$ cat config.mk
export PLATFORM = sky130hd
export DESIGN_NAME = servo_ramp_pulse_controller
export DESIGN_NICKNAME = d
export VERILOG_FILES = /design/src/sv/srpc_pkg.sv /design/src/sv/srpc_div.sv /design/src/sv/srpc_csr.sv /design/src/sv/srpc_ctrl.sv /design/src/sv/srpc_dp.sv /design/src/sv/servo_ramp_pulse_controller.sv
export SDC_FILE = /design/constraint.sdc
export NUM_CORES = 2
export LEC_CHECK = 0
export BUFFER_PORTS_ARGS = -buffer_cell sky130_fd_sc_hd__buf_2
export CAP_MARGIN = 20
export CORE_MARGIN = 4
export CORE_UTILIZATION = 35
export DETAILED_ROUTE_END_ITERATION = 6
export PLACE_DENSITY = 0.53
export SETUP_SLACK_MARGIN = 0.2
export SLEW_MARGIN = 20
export SYNTH_ARGS = -nofsm -noshare
export SYNTH_HDL_FRONTEND = slang
export SYNTH_SLANG_ARGS = --single-unit
$ cat constraint.sdc
create_clock -name clock -period 28.2 [get_ports clock]
set_clock_uncertainty 0.15 [all_clocks]
set_input_delay 1.41 -clock clock [delete_from_list [all_inputs] [get_ports clock]]
set_output_delay 1.41 -clock clock [all_outputs]
set_load 0.1 [all_outputs]
$ cat src/sv/srpc_pkg.sv
// Shared types, command codes and helpers for the servo ramp pulse controller.
// No dependencies; every other file but srpc_chk imports this package.
package srpc_pkg;

   // Command codes of an input item
   typedef enum logic [2:0] {
      CMD_TICK    = 3'd0,
      CMD_SET     = 3'd1,
      CMD_RAMP    = 3'd2,
      CMD_ENABLE  = 3'd3,
      CMD_DISABLE = 3'd4,
      CMD_HOME    = 3'd5,
      CMD_ESTOP   = 3'd6,
      CMD_NONE    = 3'd7
   } cmd_type;

   // Register indexes on the config port (byte address is 4 * index)
   localparam logic [2:0] REG_MIN_PULSE = 3'd0;
   localparam logic [2:0] REG_MAX_PULSE = 3'd1;
   localparam logic [2:0] REG_MIN_ANGLE = 3'd2;
   localparam logic [2:0] REG_MAX_ANGLE = 3'd3;
   localparam logic [2:0] REG_HOME      = 3'd4;
   localparam logic [2:0] REG_INVERT    = 3'd5;

   // Divider widths: dividend magnitude and divisor
   localparam int NUM_W = 28;
   localparam int DEN_W = 16;
   localparam int CNT_W = 5;

   // Mirroring exists only for the first twelve servos
   localparam logic [3:0] INVERT_SERVOS = 4'd12;
   localparam logic [11:0] BUSY_TOL = 12'd16;

   typedef struct packed {
      logic [11:0] pulse_lo_us;
      logic [11:0] pulse_hi_us;
      logic [11:0] ang_lo;
      logic [11:0] ang_hi;
      logic [11:0] ang_park;
      logic [11:0] invert_mask;
   } cfg_type;

   // Controller to datapath commands
   typedef struct packed {
      logic latch;
      logic misc_exec;
      logic tick_step;
      logic ramp_take;
      logic home_on;
      logic write_go;
      logic push;
      logic next_idx;
      logic busy_clear;
      logic busy_step;
      logic emit_step;
   } ctl_type;

   // Datapath to controller status
   typedef struct packed {
      cmd_type cmd;
      logic    ok;
      logic    ramp_act;
      logic    ramp_done;
      logic    servo_on;
      logic    idx_last;
      logic    res_none;
      logic    emit_last;
      logic    div_done;
   } sts_type;

   // Controller states, one-hot
   typedef enum logic [8:0] {
      S_IDLE     = 9'b000000001,
      S_DISPATCH = 9'b000000010,
      S_TICK     = 9'b000000100,
      S_RDIV     = 9'b000001000,
      S_HOME     = 9'b000010000,
      S_WRITE    = 9'b000100000,
      S_PDIV     = 9'b001000000,
      S_NEXT     = 9'b010000000,
      S_BUSY     = 9'b100000000
   } state_type;

   // Clamp a signed angle request into [lo, hi], low bound checked first
   function automatic logic [11:0] clamp_angle(input logic signed [14:0] x,
                                               input logic [11:0] lo,
                                               input logic [11:0] hi);
      logic [11:0] r;
      if (x < $signed({3'b000, lo})) begin
         r = lo;
      end else if (x > $signed({3'b000, hi})) begin
         r = hi;
      end else begin
         r = x[11:0];
      end
      return r;
   endfunction

endpackage

$ cat src/sv/srpc_div.sv
// Restoring unsigned divider, one quotient bit per cycle.
// Depends on srpc_pkg for widths.
module srpc_div (
   input  logic                       clock,
   input  logic                       reset,
   input  logic                       start,
   input  logic [srpc_pkg::NUM_W-1:0] num,
   input  logic [srpc_pkg::DEN_W-1:0] den,
   output logic                       busy,
   output logic [srpc_pkg::NUM_W-1:0] quo
);
   import srpc_pkg::*;

   logic [NUM_W-1:0] q_ff, q_in;
   logic [DEN_W-1:0] rem_ff, rem_in;
   logic [DEN_W-1:0] den_ff, den_in;
   logic [CNT_W-1:0] cnt_ff, cnt_in;
   logic             run_ff, run_in;
   logic [DEN_W:0]   trial;
   logic             fits;

   // One shift-subtract step
   assign trial = {rem_ff, q_ff[NUM_W-1]};
   assign fits  = trial >= {1'b0, den_ff};

   always_comb begin
      q_in   = q_ff;
      rem_in = rem_ff;
      den_in = den_ff;
      cnt_in = cnt_ff;
      run_in = run_ff;
      if (start) begin
         q_in   = num;
         rem_in = '0;
         den_in = den;
         cnt_in = CNT_W'(NUM_W - 1);
         run_in = 1'b1;
      end else if (run_ff) begin
         q_in   = {q_ff[NUM_W-2:0], fits};
         rem_in = fits ? DEN_W'(trial - {1'b0, den_ff}) : trial[DEN_W-1:0];
         cnt_in = cnt_ff - 1'b1;
         if (cnt_ff == '0) begin
            run_in = 1'b0;
         end
      end
   end

   always_ff @(posedge clock) begin
      if (reset) begin
         run_ff <= 1'b0;
      end else begin
         run_ff <= run_in;
      end
      q_ff   <= q_in;
      rem_ff <= rem_in;
      den_ff <= den_in;
      cnt_ff <= cnt_in;
   end

   assign busy = run_ff;
   assign quo  = q_ff;

endmodule

$ cat src/sv/srpc_csr.sv
// Configuration registers behind the APB-style port.
// Depends on srpc_pkg for the register indexes and the config struct.
module srpc_csr (
   input  logic                clock,
   input  logic                reset,
   input  logic                psel,
   input  logic                penable,
   input  logic                pwrite,
   input  logic [4:0]          paddr,
   input  logic [31:0]         pwdata,
   output logic [31:0]         prdata,
   output logic                pready,
   output srpc_pkg::cfg_type   cfg
);
   import srpc_pkg::*;

   cfg_type    cfg_ff;
   logic       wr;
   logic [2:0] ridx;
   logic [11:0] rval;

   assign ridx   = paddr[4:2];
   assign wr     = psel & penable & pwrite;
   assign pready = 1'b1;

   // Register write
   always_ff @(posedge clock) begin
      if (reset) begin
         cfg_ff.pulse_lo_us <= 12'd500;
         cfg_ff.pulse_hi_us <= 12'd2500;
         cfg_ff.ang_lo      <= 12'd0;
         cfg_ff.ang_hi      <= 12'd2880;
         cfg_ff.ang_park    <= 12'd1440;
         cfg_ff.invert_mask <= 12'd0;
      end else if (wr) begin
         unique case (ridx)
            REG_MIN_PULSE: cfg_ff.pulse_lo_us <= pwdata[11:0];
            REG_MAX_PULSE: cfg_ff.pulse_hi_us <= pwdata[11:0];
            REG_MIN_ANGLE: cfg_ff.ang_lo      <= pwdata[11:0];
            REG_MAX_ANGLE: cfg_ff.ang_hi      <= pwdata[11:0];
            REG_HOME:      cfg_ff.ang_park    <= pwdata[11:0];
            REG_INVERT:    cfg_ff.invert_mask <= pwdata[11:0];
            default: ;
         endcase
      end
   end

   // Read mux
   always_comb begin
      unique case (ridx)
         REG_MIN_PULSE: rval = cfg_ff.pulse_lo_us;
         REG_MAX_PULSE: rval = cfg_ff.pulse_hi_us;
         REG_MIN_ANGLE: rval = cfg_ff.ang_lo;
         REG_MAX_ANGLE: rval = cfg_ff.ang_hi;
         REG_HOME:      rval = cfg_ff.ang_park;
         REG_INVERT:    rval = cfg_ff.invert_mask;
         default:       rval = '0;
      endcase
   end

   assign prdata = {20'd0, rval};
   assign cfg    = cfg_ff;

endmodule

$ cat src/sv/srpc_ctrl.sv
// Sequencer for the servo controller: walks servos, waits on the divider,
// sweeps the busy flag and emits the buffered results. Depends on srpc_pkg.
module srpc_ctrl (
   input  logic              clock,
   input  logic              reset,
   input  logic              start,
   output logic              busy,
   output logic              emit,
   input  srpc_pkg::sts_type sts,
   output srpc_pkg::ctl_type ctl
);
   import srpc_pkg::*;

   state_type st_ff, st_in;
   logic      emit_ff, emit_in;

   always_comb begin
      st_in   = st_ff;
      emit_in = emit_ff;
      ctl     = '0;
      if (emit_ff) begin
         // Draining the result buffer, one item per cycle
         ctl.emit_step = 1'b1;
         if (sts.emit_last) begin
            emit_in = 1'b0;
            st_in   = S_IDLE;
         end
      end else begin
         unique case (st_ff)
            S_IDLE: begin
               if (start) begin
                  ctl.latch = 1'b1;
                  st_in     = S_DISPATCH;
               end
            end
            S_DISPATCH: begin
               unique case (sts.cmd)
                  CMD_TICK: st_in = S_TICK;
                  CMD_SET:  st_in = sts.ok ? S_WRITE : S_IDLE;
                  CMD_HOME: st_in = S_HOME;
                  default: begin
                     ctl.misc_exec = 1'b1;
                     st_in         = S_IDLE;
                  end
               endcase
            end
            S_TICK: begin
               if (!sts.ramp_act) begin
                  st_in = S_NEXT;
               end else begin
                  ctl.tick_step = 1'b1;
                  st_in         = sts.ramp_done ? S_WRITE : S_RDIV;
               end
            end
            S_RDIV: begin
               if (sts.div_done) begin
                  ctl.ramp_take = 1'b1;
                  st_in         = S_WRITE;
               end
            end
            S_HOME: begin
               ctl.home_on = 1'b1;
               st_in       = S_WRITE;
            end
            S_WRITE: begin
               if (sts.servo_on) begin
                  ctl.write_go = 1'b1;
                  st_in        = S_PDIV;
               end else begin
                  st_in = S_NEXT;
               end
            end
            S_PDIV: begin
               if (sts.div_done) begin
                  ctl.push = 1'b1;
                  st_in    = S_NEXT;
               end
            end
            S_NEXT: begin
               if (sts.cmd == CMD_SET || sts.idx_last) begin
                  if (sts.res_none) begin
                     st_in = S_IDLE;
                  end else begin
                     ctl.busy_clear = 1'b1;
                     st_in          = S_BUSY;
                  end
               end else begin
                  ctl.next_idx = 1'b1;
                  st_in        = (sts.cmd == CMD_TICK) ? S_TICK : S_HOME;
               end
            end
            S_BUSY: begin
               ctl.busy_step = 1'b1;
               if (sts.idx_last) begin
                  emit_in = 1'b1;
               end
            end
            default: st_in = S_IDLE;
         endcase
      end
   end

   always_ff @(posedge clock) begin
      if (reset) begin
         st_ff   <= S_IDLE;
         emit_ff <= 1'b0;
      end else begin
         st_ff   <= st_in;
         emit_ff <= emit_in;
      end
   end

   assign busy = (st_ff != S_IDLE) | emit_ff;
   assign emit = emit_ff;

endmodule

$ cat src/sv/srpc_dp.sv
// Datapath: per-servo state, ramp interpolation, clamp, mirror, pulse map
// and the result buffer. Depends on srpc_pkg and srpc_div.
module srpc_dp #(
   parameter int SERVO_COUNT = 12
) (
   input  logic                clock,
   input  logic                reset,
   input  srpc_pkg::ctl_type   ctl,
   output srpc_pkg::sts_type   sts,
   input  srpc_pkg::cfg_type   cfg,
   input  logic [2:0]          req_cmd,
   input  logic [3:0]          req_servo_index,
   input  logic signed [12:0]  req_angle,
   input  logic [15:0]         req_duration_ms,
   output logic [3:0]          rsp_servo_index_res,
   output logic [11:0]         rsp_pulse_us,
   output logic [11:0]         rsp_angle_res,
   output logic                rsp_busy_res,
   output logic                rsp_last
);
   import srpc_pkg::*;

   localparam int IW = (SERVO_COUNT > 1) ? $clog2(SERVO_COUNT) : 1;
   localparam int CW = $clog2(SERVO_COUNT + 1);
   localparam logic [3:0] LAST_IDX = 4'(SERVO_COUNT - 1);

   // Item registers
   cmd_type            cmd_ff;
   logic [3:0]         idx_ff;
   logic               ok_ff;
   logic signed [12:0] ang_ff;
   logic [15:0]        dur_ff;
   logic signed [14:0] req_ff;
   logic [11:0]        a_ff;
   logic               neg_ff;
   logic               flat_ff;
   logic               bacc_ff;
   logic [CW-1:0]      n_ff;
   logic [CW-1:0]      ptr_ff;

   // Per-servo state
   logic [11:0] cur_ff   [SERVO_COUNT];
   logic [11:0] tgt_ff   [SERVO_COUNT];
   logic        on_ff    [SERVO_COUNT];
   logic        act_ff   [SERVO_COUNT];
   logic [11:0] rst_ff   [SERVO_COUNT];
   logic [11:0] rend_ff  [SERVO_COUNT];
   logic [15:0] el_ff    [SERVO_COUNT];
   logic [15:0] len_ff   [SERVO_COUNT];

   // Result buffer
   logic [3:0]  res_idx_ff [SERVO_COUNT];
   logic [11:0] res_pls_ff [SERVO_COUNT];
   logic [11:0] res_ang_ff [SERVO_COUNT];

   logic [IW-1:0]      ix;
   logic [IW-1:0]      px;
   logic [15:0]        el_new;
   logic               rdone;
   logic signed [12:0] d;
   logic [11:0]        d_mag;
   logic [NUM_W-1:0]   ramp_num;
   logic [11:0]        a_cl;
   logic [11:0]        ramp_t;
   logic [15:0]        mask16;
   logic               inv;
   logic signed [14:0] lo15;
   logic signed [14:0] m;
   logic signed [14:0] diff;
   logic [13:0]        diff_mag;
   logic signed [12:0] pr;
   logic signed [12:0] ar;
   logic [11:0]        pr_mag;
   logic [11:0]        ar_mag;
   logic [NUM_W-1:0]   pulse_num;
   logic               div_start;
   logic [NUM_W-1:0]   div_num;
   logic [DEN_W-1:0]   div_den;
   logic               div_busy;
   logic [NUM_W-1:0]   quo;
   logic [NUM_W-1:0]   q_s;
   logic [11:0]        pulse;
   logic [11:0]        adiff;
   logic               bcond;

   assign ix = idx_ff[IW-1:0];
   assign px = ptr_ff[IW-1:0];

   // Ramp step for the current servo
   assign el_new   = (el_ff[ix] == 16'hFFFF) ? el_ff[ix] : el_ff[ix] + 16'd1;
   assign rdone    = el_new >= len_ff[ix];
   assign d        = $signed({1'b0, rend_ff[ix]}) - $signed({1'b0, rst_ff[ix]});
   assign d_mag    = d[12] ? 12'(-d) : d[11:0];
   assign ramp_num = NUM_W'(d_mag) * NUM_W'(el_new);

   // Clamp, mirror and pulse map
   assign a_cl   = clamp_angle(req_ff, cfg.ang_lo, cfg.ang_hi);
   assign ramp_t = clamp_angle(15'(ang_ff), cfg.ang_lo, cfg.ang_hi);
   assign mask16 = {4'd0, cfg.invert_mask};
   assign inv    = (idx_ff < INVERT_SERVOS) && mask16[idx_ff];
   assign lo15   = $signed({3'b000, cfg.ang_lo});
   assign m      = inv ? ($signed({3'b000, cfg.ang_hi}) - $signed({3'b000, a_cl}) + lo15)
                       : $signed({3'b000, a_cl});
   assign diff   = m - lo15;
   assign diff_mag = diff[14] ? 14'(-diff) : diff[13:0];
   assign pr     = $signed({1'b0, cfg.pulse_hi_us}) - $signed({1'b0, cfg.pulse_lo_us});
   assign ar     = $signed({1'b0, cfg.ang_hi}) - $signed({1'b0, cfg.ang_lo});
   assign pr_mag = pr[12] ? 12'(-pr) : pr[11:0];
   assign ar_mag = ar[12] ? 12'(-ar) : ar[11:0];
   assign pulse_num = NUM_W'(diff_mag) * NUM_W'(pr_mag);

   // Shared divider
   assign div_start = (ctl.tick_step & ~rdone) | (ctl.write_go & (ar != '0));
   assign div_num   = ctl.write_go ? pulse_num : ramp_num;
   assign div_den   = ctl.write_go ? DEN_W'(ar_mag) : len_ff[ix];

   srpc_div u_div (
      .clock (clock),
      .reset (reset),
      .start (div_start),
      .num   (div_num),
      .den   (div_den),
      .busy  (div_busy),
      .quo   (quo)
   );

   assign q_s   = neg_ff ? NUM_W'(-quo) : quo;
   assign pulse = flat_ff ? cfg.pulse_lo_us : cfg.pulse_lo_us + q_s[11:0];

   // Busy condition for the swept servo
   assign adiff = (cur_ff[ix] > tgt_ff[ix]) ? cur_ff[ix] - tgt_ff[ix]
                                            : tgt_ff[ix] - cur_ff[ix];
   assign bcond = act_ff[ix] | (adiff > BUSY_TOL);

   // Item registers and sequencing counters
   always_ff @(posedge clock) begin
      if (reset) begin
         cmd_ff <= CMD_NONE;
         idx_ff <= '0;
         n_ff   <= '0;
         ptr_ff <= '0;
      end else begin
         if (ctl.latch) begin
            cmd_ff <= cmd_type'(req_cmd);
            idx_ff <= (cmd_type'(req_cmd) == CMD_TICK || cmd_type'(req_cmd) == CMD_HOME)
                      ? 4'd0 : req_servo_index;
            n_ff   <= '0;
            ptr_ff <= '0;
         end
         if (ctl.next_idx || ctl.busy_step) begin
            idx_ff <= idx_ff + 4'd1;
         end
         if (ctl.busy_clear) begin
            idx_ff <= '0;
         end
         if (ctl.push) begin
            n_ff <= n_ff + 1'b1;
         end
         if (ctl.emit_step) begin
            ptr_ff <= ptr_ff + 1'b1;
         end
      end
   end

   // Payload registers of the item
   always_ff @(posedge clock) begin
      if (ctl.latch) begin
         ok_ff  <= {1'b0, req_servo_index} < 5'(SERVO_COUNT);
         ang_ff <= req_angle;
         dur_ff <= req_duration_ms;
         req_ff <= 15'(req_angle);
      end
      if (ctl.tick_step) begin
         req_ff <= $signed({3'b000, rend_ff[ix]});
         neg_ff <= d[12];
      end
      if (ctl.ramp_take) begin
         req_ff <= $signed({3'b000, rst_ff[ix]}) + $signed(q_s[14:0]);
      end
      if (ctl.home_on) begin
         req_ff <= $signed({3'b000, cfg.ang_park});
      end
      if (ctl.write_go) begin
         a_ff    <= a_cl;
         flat_ff <= (ar == '0);
         neg_ff  <= diff[14] ^ pr[12] ^ ar[12];
      end
      if (ctl.busy_clear) begin
         bacc_ff <= 1'b0;
      end
      if (ctl.busy_step) begin
         bacc_ff <= bacc_ff | bcond;
      end
      if (ctl.push) begin
         res_idx_ff[n_ff[IW-1:0]] <= idx_ff;
         res_pls_ff[n_ff[IW-1:0]] <= pulse;
         res_ang_ff[n_ff[IW-1:0]] <= a_ff;
      end
   end

   // Per-servo state updates
   always_ff @(posedge clock) begin
      if (reset) begin
         for (int i = 0; i < SERVO_COUNT; i++) begin
            cur_ff[i] <= 12'd1440;
            tgt_ff[i] <= 12'd1440;
            on_ff[i]  <= 1'b0;
            act_ff[i] <= 1'b0;
         end
      end else begin
         if (ctl.tick_step) begin
            el_ff[ix] <= el_new;
            if (rdone) begin
               act_ff[ix] <= 1'b0;
            end
         end
         if (ctl.home_on) begin
            on_ff[ix] <= 1'b1;
         end
         if (ctl.write_go) begin
            cur_ff[ix] <= a_cl;
            tgt_ff[ix] <= a_cl;
         end
         if (ctl.misc_exec) begin
            case (cmd_ff)
               CMD_RAMP: begin
                  if (ok_ff) begin
                     act_ff[ix]  <= 1'b1;
                     rst_ff[ix]  <= cur_ff[ix];
                     rend_ff[ix] <= ramp_t;
                     tgt_ff[ix]  <= ramp_t;
                     el_ff[ix]   <= '0;
                     len_ff[ix]  <= dur_ff;
                  end
               end
               CMD_ENABLE: begin
                  if (ok_ff) begin
                     on_ff[ix] <= 1'b1;
                  end
               end
               CMD_DISABLE: begin
                  if (ok_ff) begin
                     on_ff[ix] <= 1'b0;
                  end
               end
               CMD_ESTOP: begin
                  for (int i = 0; i < SERVO_COUNT; i++) begin
                     on_ff[i]  <= 1'b0;
                     act_ff[i] <= 1'b0;
                  end
               end
               default: ;
            endcase
         end
      end
   end

   // Status back to the sequencer
   assign sts.cmd       = cmd_ff;
   assign sts.ok        = ok_ff;
   assign sts.ramp_act  = act_ff[ix];
   assign sts.ramp_done = rdone;
   assign sts.servo_on  = on_ff[ix];
   assign sts.idx_last  = (idx_ff == LAST_IDX);
   assign sts.res_none  = (n_ff == '0);
   assign sts.emit_last = (ptr_ff == CW'(n_ff - 1'b1));
   assign sts.div_done  = ~div_busy;

   // Result item from the buffer
   assign rsp_servo_index_res = res_idx_ff[px];
   assign rsp_pulse_us        = res_pls_ff[px];
   assign rsp_angle_res       = res_ang_ff[px];
   assign rsp_busy_res        = bacc_ff;
   assign rsp_last            = (ptr_ff == CW'(n_ff - 1'b1));

endmodule

$ cat src/sv/servo_ramp_pulse_controller.sv
// Top level of the servo ramp pulse controller.
// Depends on srpc_pkg, srpc_csr, srpc_ctrl, srpc_dp (and srpc_div below it).
//
// Usage:
//  - Input channel: drive req_* and raise start; the item is taken at a clock
//    edge where start is high and busy is low. busy stays high until every
//    result of the item has been shown.
//  - Result channel: rsp_strobe marks one result item per cycle; the results
//    of one item come in consecutive cycles, rsp_last on the final one. The
//    receiver cannot stall; each result is shown for exactly one cycle.
//  - Config port: APB-style, registers at byte address 4*index, pready tied
//    high. Write only while busy is low.
//  - Sequence: enable, disable, ramp, stop and ignored commands finish
//    without the divider. Each servo written runs a pulse division unless
//    the angle range is zero; a ramp step that does not end the ramp runs
//    a ramp division before it. Once results exist a busy sweep over every
//    servo runs, then the results are shown. Both divisions share the
//    single bit-serial divider.
//  - Reset: all servos disabled, no ramps, angles at 1440, registers at
//    their documented defaults.
module servo_ramp_pulse_controller #(
   parameter int SERVO_COUNT = 12
) (
   input  logic               clock,
   input  logic               reset,
   input  logic               start,
   output logic               busy,
   input  logic [2:0]         req_cmd,
   input  logic [3:0]         req_servo_index,
   input  logic signed [12:0] req_angle,
   input  logic [15:0]        req_duration_ms,
   output logic               rsp_strobe,
   output logic [3:0]         rsp_servo_index_res,
   output logic [11:0]        rsp_pulse_us,
   output logic [11:0]        rsp_angle_res,
   output logic               rsp_busy_res,
   output logic               rsp_last,
   input  logic               psel,
   input  logic               penable,
   input  logic               pwrite,
   input  logic [4:0]         paddr,
   input  logic [31:0]        pwdata,
   output logic [31:0]        prdata,
   output logic               pready
);
   import srpc_pkg::*;

   cfg_type cfg;
   ctl_type ctl;
   sts_type sts;

   srpc_csr u_csr (
      .clock   (clock),
      .reset   (reset),
      .psel    (psel),
      .penable (penable),
      .pwrite  (pwrite),
      .paddr   (paddr),
      .pwdata  (pwdata),
      .prdata  (prdata),
      .pready  (pready),
      .cfg     (cfg)
   );

   srpc_ctrl u_ctrl (
      .clock (clock),
      .reset (reset),
      .start (start),
      .busy  (busy),
      .emit  (rsp_strobe),
      .sts   (sts),
      .ctl   (ctl)
   );

   srpc_dp #(.SERVO_COUNT(SERVO_COUNT)) u_dp (
      .clock               (clock),
      .reset               (reset),
      .ctl                 (ctl),
      .sts                 (sts),
      .cfg                 (cfg),
      .req_cmd             (req_cmd),
      .req_servo_index     (req_servo_index),
      .req_angle           (req_angle),
      .req_duration_ms     (req_duration_ms),
      .rsp_servo_index_res (rsp_servo_index_res),
      .rsp_pulse_us        (rsp_pulse_us),
      .rsp_angle_res       (rsp_angle_res),
      .rsp_busy_res        (rsp_busy_res),
      .rsp_last            (rsp_last)
   );

endmodule

==> impl_metrics.tcl <==
set metrics [dict create \
    status "finished with violations" \
    violations "design-rule violations" \
    cts_inserted_buffers 181 \
    dr.pass1.iters 7 \
    worstHoldPathType "flop to flop" \
    cts.repair.resized 0 \
    synthTopCellsByArea "edfxtp_1, mux4_2, fa_1" \
    netlist_area_sq_um 88500 \
    postSynth.asyncResetShare_pct 0 \
    grtUsageTotal_pct 19.0 \
    num_vias 55516 \
    gp_congestion 0.878 \
    synth_enable_flop_cells 1525 \
    max_slew_margin_pct 23.8 \
    io_buffers 100 \
    drt_wl_total_um 252000 \
    clk_latency_ps 840 \
    worstMarginPinSlew_ps 1140 \
    grt_pass1_wl_um 373000 \
    r2r_start "u_csr.cfg[35]$_SDFFE_PP1P_" \
    yosys.area.top_type "edfxtp_1" \
    finalNetCount 7531 \
    clkTransAtPathRegs_ps 60 \
    r2r-end "u_dp.u_div.quo[24]$_DFFE_PP_" \
    dieArea_sq_um 261000 \
    max_freq_mhz 62.7 \
    worstPathMaxFanout 18 \
    synth_top_area_share_pct 51.7 \
    rsz0062_at_grt "false" \
    drtAntennaViolNets 0 \
    min_from "u_dp.u_div.rem_ff[15]$_SDFFE_PN0P_" \
    syn_to_final_growth_pct 12.2 \
    ys_ff_latch 1655 \
    synth.yosys.seq_area_share_pct 54.7 \
    ys.flop_type "edfxtp_1" \
    grt_pass1_vias 56590 \
    worstSetupStartpoint "u_csr.cfg[35]$_SDFFE_PP1P_" \
    worstPathArrival_ps 16350 \
    fin_tns_setup_ps 0 \
    die_y_um 511 \
    end_kind "flop" \
    cts_root_buf "clkbuf_16" \
    core-area_sq_um 252000 \
    antenna_found_initial 7 \
    worstRegToRegCells 53 \
    r2r_slack_ps 12240 \
    cts_hold_buf 0 \
    fin_crit_ps 15960 \
    cts_tree "built" \
    drv_cap 0 \
    h-tree-depth 4 \
    slew_violations 0 \
    drc_errors 1 \
    dieWidth_um 511 \
    rows 184 \
    critPathRequiredTime_ps 28590 \
    worstSetupStartpointType "flop" \
    yosys_warnings 0 \
    cp_slowest_stage_delay_ps 730 \
    drive_gt1_share_pct 15.7 \
    routedWlPerCell_um 24.3 \
    ys_types 100 \
    holdPathStages 2 \
    min_to "u_dp.u_div.rem_ff[15]$_SDFFE_PN0P_" \
    final-hold-violation-count 0 \
    slowest_stage "nor2_1" \
    grt-ovfl-total 0 \
    crit_type "flop to flop" \
    dp_hpwl_um 169000 \
    vias_per_cell 5.37 \
    io_pins 144 \
    cts.sinks 1655 \
    fin_crit_sh_pct 56.6 \
    setup_viol 0 \
    start_util_pct 35.2 \
    cts.path.max_buffers 3 \
    grt_max_degree 87 \
    avgSynthCellArea_sq_um 13.2 \
    synthCells 6712 \
    drt_first_iter_violations 5122 \
    post_cts_buffers 0 \
]
[sequential cells by signal, indices dropped and copies added, names as in the netlist, 144 cells and up, named ones only]
register	flops
u_dp.res_ang_ff	144
u_dp.el_ff	192
u_dp.cur_ff	192
u_dp.tgt_ff	192
u_dp.rend_ff	144
u_dp.res_pls_ff	144
u_dp.rst_ff	144
u_dp.len_ff	192
[worst max-delay path by stage]
stage / end / slack, ps / cells after the start
after floorplan: u_dp.u_div.quo[24]$_DFFE_PP_ / 15170 / 57
after global placement: u_dp.u_div.quo[24]$_DFFE_PP_ / 12660 / 53
after detailed placement: u_dp.u_div.quo[24]$_DFFE_PP_ / 12550 / 53
after CTS: u_dp.u_div.quo[24]$_DFFE_PP_ / 12550 / 53
after global routing: u_dp.u_div.quo[24]$_DFFE_PP_ / 11350 / 53
final: u_dp.u_div.quo[24]$_DFFE_PP_ / 12240 / 53
[worst max-delay path, delay by kind of cell (launching register included)]
family / cells / cell delay [ps]
xor+xnor: 2 / 290
flops: 1 / 720
fa+ha+maj: 11 / 4560
mux: 1 / 200
buf+inv: 5 / 770
simple gates: 13 / 3210
compound gates: 21 / 5730
[routing by layer]
layer / GRT usage, % / up-vias / wire length (um)
met5: 0 / - / 0
met4: 5.73 / 0 / 7820
met3: 2.45 / 345 / 13000
met2: 31.0 / 1646 / 119000
met1: 26.5 / 28729 / 112000
li1: - / 24796 / -
[logic make-up after synthesis]
family	after synthesis	synth area share, %
AO/OA/AOI/OAI	974	7.16
XOR/XNOR	206	2.04
adder cells (fa/ha/maj)	613	10.9
buffers and inverters	866	3.87
flip-flops	1655	54.7
multiplexers	594	12.2
other	2	0.00848
AND/OR/NAND/NOR	1802	9.07
[Yosys cell counts (14+ instances only)]
| cell | count |
|---|---|
| o211ai_1 | 67 |
| nand2_1 | 628 |
| ha_1 | 340 |
| mux2i_1 | 176 |
| inv_1 | 515 |
| buf_1 | 34 |
| edfxtp_1 | 1525 |
| a211oi_1 | 50 |
| buf_4 | 28 |
| o31ai_1 | 15 |
| a22oi_1 | 14 |
| o21bai_1 | 20 |
| nor2_1 | 634 |
| and2_1 | 66 |
| o22ai_1 | 18 |
| mux4_2 | 388 |
| nand4_1 | 22 |
| or2_2 | 25 |
| o21ai_0 | 226 |
| a21oi_1 | 271 |
| a31oi_1 | 35 |
| dfxtp_1 | 130 |
| nor3_1 | 73 |
| a21o_1 | 67 |
| mux2_2 | 29 |
| nand3_1 | 68 |
| or3_1 | 36 |
| and3_1 | 39 |
| nor2b_1 | 60 |
| nand2b_1 | 94 |
| xor2_1 | 59 |
| a21boi_0 | 19 |
| fa_1 | 270 |
| clkbuf_1 | 233 |
| xnor2_1 | 147 |
| buf_2 | 53 |
| o21a_1 | 41 |
[metrics by stage]
step	instances	hold WS, ps	instance area [sq um]	utilization, %	setup WS [ps]
global route	10343	347	99400	39.5	11350
CTS	10339	325	99300	39.5	12550
detailed placement	10005	316	93500	37.2	12550
floorplan	6731	297	88600	-	15170
global placement	10004	307	93500	37.2	12660
finish	10344	324	99400	39.5	12240
[layout make-up]
cell class,instances,area (sq um)
antenna,3,7.51
clock buffer,242,4920
clock inverter,92,858
fill,23595,152000
inverter,517,1940
multi-input combinational,4210,37200
sequential,1655,48400
tap,3348,4190
timing repair buffer,277,1870
[placed cells by master, fill, tap and decap left out, drive strengths merged, types with 21 or more instances in the layout]
cell type / instances
nand2: 629
o21ai: 230
dfxtp: 130
ha: 340
a31oi: 37
conb: 21
a211oi: 51
and3: 39
mux2i: 177
nor3: 73
a21o: 67
or2: 27
o21a: 41
mux2: 29
nand2b: 94
nor2b: 60
nand3: 68
nor2: 635
inv: 524
xnor2: 147
buf: 277
o211ai: 69
xor2: 59
mux4: 388
fa: 270
a21oi: 273
and2: 66
edfxtp: 1525
nand4: 22
clkinv: 71
clkbuf: 242
or3: 36
Power is not shown: default switching activity piles up to over one toggle a cycle in this logic, so the estimate is an artifact.
